[config.mk]
export PLATFORM = sky130hd
export DESIGN_NAME = ac_ram
export DESIGN_NICKNAME = d
export VERILOG_FILES = /design/src/rtl/ac_ram.sv
export SDC_FILE = /design/constraint.sdc
export NUM_CORES = 1
export LEC_CHECK = 0
export CORE_MARGIN = 3
export CORE_UTILIZATION = 40
export DETAILED_ROUTE_END_ITERATION = 8
export DONT_BUFFER_PORTS = 1
export PLACE_DENSITY = 0.52
export RECOVER_POWER = 25
export REMOVE_ABC_BUFFERS = 1
export SYNTH_ARGS = -nofsm -noshare
export SYNTH_HDL_FRONTEND = slang
export SYNTH_SLANG_ARGS = --single-unit
[constraint.sdc]
create_clock -name clk -period 1.8 [get_ports clk]
set_input_delay 0.18 -clock clk [delete_from_list [all_inputs] [get_ports clk]]
set_output_delay 0.18 -clock clk [all_outputs]
set_load 0.1 [all_outputs]
[src/rtl/ac_ram.sv]
// ----------------------------------------------------------------------------
// ac_ram: generic single-write, single-read RAM
// One write port, one read port, registered read data.
// ----------------------------------------------------------------------------
`timescale 1ns / 1ps
`default_nettype none

module ac_ram #(
  parameter int W = 8,
  parameter int D = 16
) (
  input  wire logic                 clk,
  input  wire logic                 we,
  input  wire logic [$clog2(D)-1:0] waddr,
  input  wire logic [W-1:0]         wdata,
  input  wire logic [$clog2(D)-1:0] raddr,
  output logic      [W-1:0]         rdata
);

  logic [W-1:0] mem [D];

  // power-up contents are zero
  initial begin
    for (int i = 0; i < D; i++) begin
      mem[i] = '0;
    end
  end

  always @(posedge clk) begin
    if (we) begin
      mem[waddr] <= wdata;
    end
    rdata <= mem[raddr];
  end

endmodule

`default_nettype wire
Yosys cells after proc, flatten, opt, wreduce, memory -nomap -nowiden. Memory sizes are Yosys's and may differ from the RTL's. A register that Yosys moved wholly into a read port is not among the register bits. Cells that the tools add are included.

Logic and storage cells: 3. Input port bits: 18. RAM bits: 128. Output and inout port bits: 8. Memories kept: 1. Register bits: 0.

Memories: mem (words 16, width 8, rd ports 1, clocked after Yosys merged registers in 1, write ports 1, line 20) `logic [W-1:0] mem [D];`.

Mux-type cells: 2.

Operators with widths (count): 1-bit two-way mux (2).

Logic depth before layout (Yosys ltp).
Word-level depth: 2. Gate-level depth with buffers: 5. Mapped depth without buffers: 3.

Worst setup path before layout. OpenSTA, ideal clock, no wires.

Path type: input -> register. Start point: in waddr[2]. End point: mem mem[0][0], enable pin. Library setup time: 383 ps. Arrival time: 1290 ps. Buffers on the path: 0. Required time: 1417 ps. Setup slack: 127 ps. Stages on the path: 2. Cells stage by stage: or3b_2 -> nor3_1.

RTL lines: start: declaration (line 14) `input wire logic [$clog2(D)-1:0] waddr,`; end: declaration (line 20).

No word-level cell before the write port.

==> results.md <==
- Slowest CP cell: mux4_1
- Synth Area in Compound Gates: 2.33%
- Root Buffer: clkbuf_16
- Xor-xnor portion of the synthesized cell area: 0%
- Routability cong.: 0.668
- Number of fill cells: 1054
- RSZ-0062 raised after global routing: no
- Routed wire length: 9950 um
- Chip width: 119 um
- Synth top area share: 74.7%
- Initial antenna violation count: 0
- Setup violators final: 0
- Fmax: 711 MHz
- Post-CTS Hold Fix Bufs: 8
- Leak: 1.96 nW
- Final Cycle Share: 78.1%
- Average wire per standard cell: 22.0 um
- Final nets: 290
- Clock skew: 0.0185 ns
- Most frequent cells in the layout: 128 x edfxtp_1, 18 x mux4_2, 17 x clkbuf_16, 17 x buf_4
- Min cycle time layout: 1.41 ns
- Total power: 6.84 mW
- Worst Hold Launch: raddr[1]
- Synth Area in Adders: 0%
- Full die area: 0.0143 mm2
- Worst min-delay path class: input port to register
- DR vias: 2354
- Layout cells sized above 1: 19.7%
- Crit end category: register
- Worst r2r src: mem[9][1]
- H-Tree Depth: 4
- CP peak stage delay: 0.50 ns
- Area of the multi-input gates: 0.00106 mm2
- Peak VDD IR: 658 uV
- Worst-skew pair later-pin latency: 0.41 ns
- Critical path, cell by cell: mux4_1 > a22oi_1 > nand2_1
- Outcome: finished, final reports clean
- CP startpoint: mem[9][1]
- Post-Synthesis Cells: 229
- MaxCap Viol Count: 0
- Number of global-route vias before repair: 2461
- TritonCTS clock tree: built
- Initial core utilization: 41.8%
- Worst-margin pin slew: 0.614 ns
- Util after Layout: 48.7%
- Post-synthesis simple-gate area fraction: 3.18%
- Overflow after GRT: 0
- Worst setup SP type: register
- Stages on worst setup path: 3
- Final Non-Filler Cells: 452
- Deepest clock path buffer count: 2
- WHS: 0.0921 ns
- Reg2reg path depth: 3
- Worst hold stages: 3
- Ranking of synthesized cells by area: edfxtp_1 75%, mux4_2 7.9%, mux4_1 7.1%
- Largest net degree at the start of global routing: 33
- Post-Syn Area: 0.00515 mm2
- Most common cell after layout, fill and taps aside: edfxtp_1
- Multiplexer share of the synthesized area: 15.0%
- Power density cells: 1140 mW/mm2
- Die Y: 119 um
- Final max-slew violation count: 0
- CP Buf/Inv Count: 0
- # rows: 40
- CP delay by family, top: multiplexers
- Initial drt markers: 213
- Post-synthesis cell type count: 19
- Worst-path maximum fanout: 1
- Core area: 0.0123 mm2
- Register area share after synthesis: 77.8%
- Final hold violations: 0
- YS warnings: 0
- Relative slew slack: 59.1%
- Post-CTS Resized: 0
- DRC errors left: 0
- First-pass GRT wire length: 15100 um
- TritonRoute pass-1 iters: 5
- Post-CTS Setup Inserts: 0
- Setup_tns: 0 ns
- IO Count: 26
- Diode count: 0
- WP data required: 2.06 ns
- Sink count of the clock tree: 136
- Layout area overhead: 16.5%
- Port bufs: 0
- Dpl cells: 413
- CTS clk-pin slew, worst paths: 0.05 ns
- Worst Path Arrival: 1.67 ns
- Largest family of logic cells by synthesized area: multiplexers
- TritonCTS buffer count: 17
- Sequential cell area: 0.00400 mm2
- Synthesized flop and latch total: 136
- Critical path class: register to register
- Largest area contributor in the netlist: edfxtp_1
- Detailed placement HPWL: 6190 um
- Mapped Avg Cell Area: 22.5 um2
- ANT nets after route: 0
- All-Layer GR Usage: 15.0%
- Via/cell ratio: 5.21
-- power breakdown --
group	internal, mW	leakage, nW	switching [mW]
clock network	1.72	0.236	1.12
logic	0.145	0.501	0.290
registers	3.55	1.22	0.0221
total	5.41	1.96	1.43
-- sequential cells by signal, indices dropped and copies added, names as in the netlist --
name   cells
mem      128
rdata      8
-- metrics by stage --
step / setup WS (ns) / cell area [um2]
6_report: 0.394 / 5990
5_1_grt: 0.360 / 5990
4_1_cts: 0.379 / 6030
3_5_place_dp: 0.392 / 5470
3_3_place_gp: 0.393 / 5470
2_1_floorplan: 0.127 / 5060
-- cell type report --
type                       count  share of cell area (%)
clock buffer                  24                    7.53
clock inverter                 7                   0.501
multi-input combinational     83                    17.6
sequential                   136                    66.8
tap                          168                    3.51
timing repair buffer          34                    4.03
-- layer usage --
metal / routed length, um / global-route usage, % / up-vias
met1: 4730 / 20.4 / 1221
met3: 372 / 4.84 / 9
met2: 4700 / 22.4 / 57
li1: - / - / 1067
met5: 0 / 0 / -
met4: 146 / 6.16 / 0
-- path summary, 6_finish.rpt --
kind / endpoint / slack (ns)
setup / recovery: rdata[1] / 0.39
hold / removal: rdata[5] / 0.09
setup reg to reg: rdata[1] / 0.39
hold reg to reg: rdata[5] / 0.69
-- logic make-up (layout without fill, tap and decap cells) --
| family | count (synthesis) | in the layout |
|---|---|---|
| AND/OR/NAND/NOR | 35 | 35 |
| buffers and inverters | 10 | 65 |
| multiplexers | 32 | 32 |
| AO/OA/AOI/OAI | 16 | 16 |
| flip-flops | 136 | 136 |
-- synth_stat cells --
cell type	number
nand3b_1	2
clkdlybuf4s25_2	3
and2_1	1
buf_6	3
buf_4	1
a22oi_1	16
mux4_1	14
or3b_2	1
nand3_1	1
dfxtp_1	8
and2b_1	1
mux4_2	18
buf_2	3
nor3_1	4
edfxtp_1	128
nand2_1	9
nor2_1	13
nor2b_1	1
nand2b_1	2
-- worst register-to-register path, cell delays in order (launching register included) --
cell and delay (ns):
edfxtp_1 0.37, mux4_1 0.50, a22oi_1 0.28, nand2_1 0.11
(Power assumes the default switching activity.)
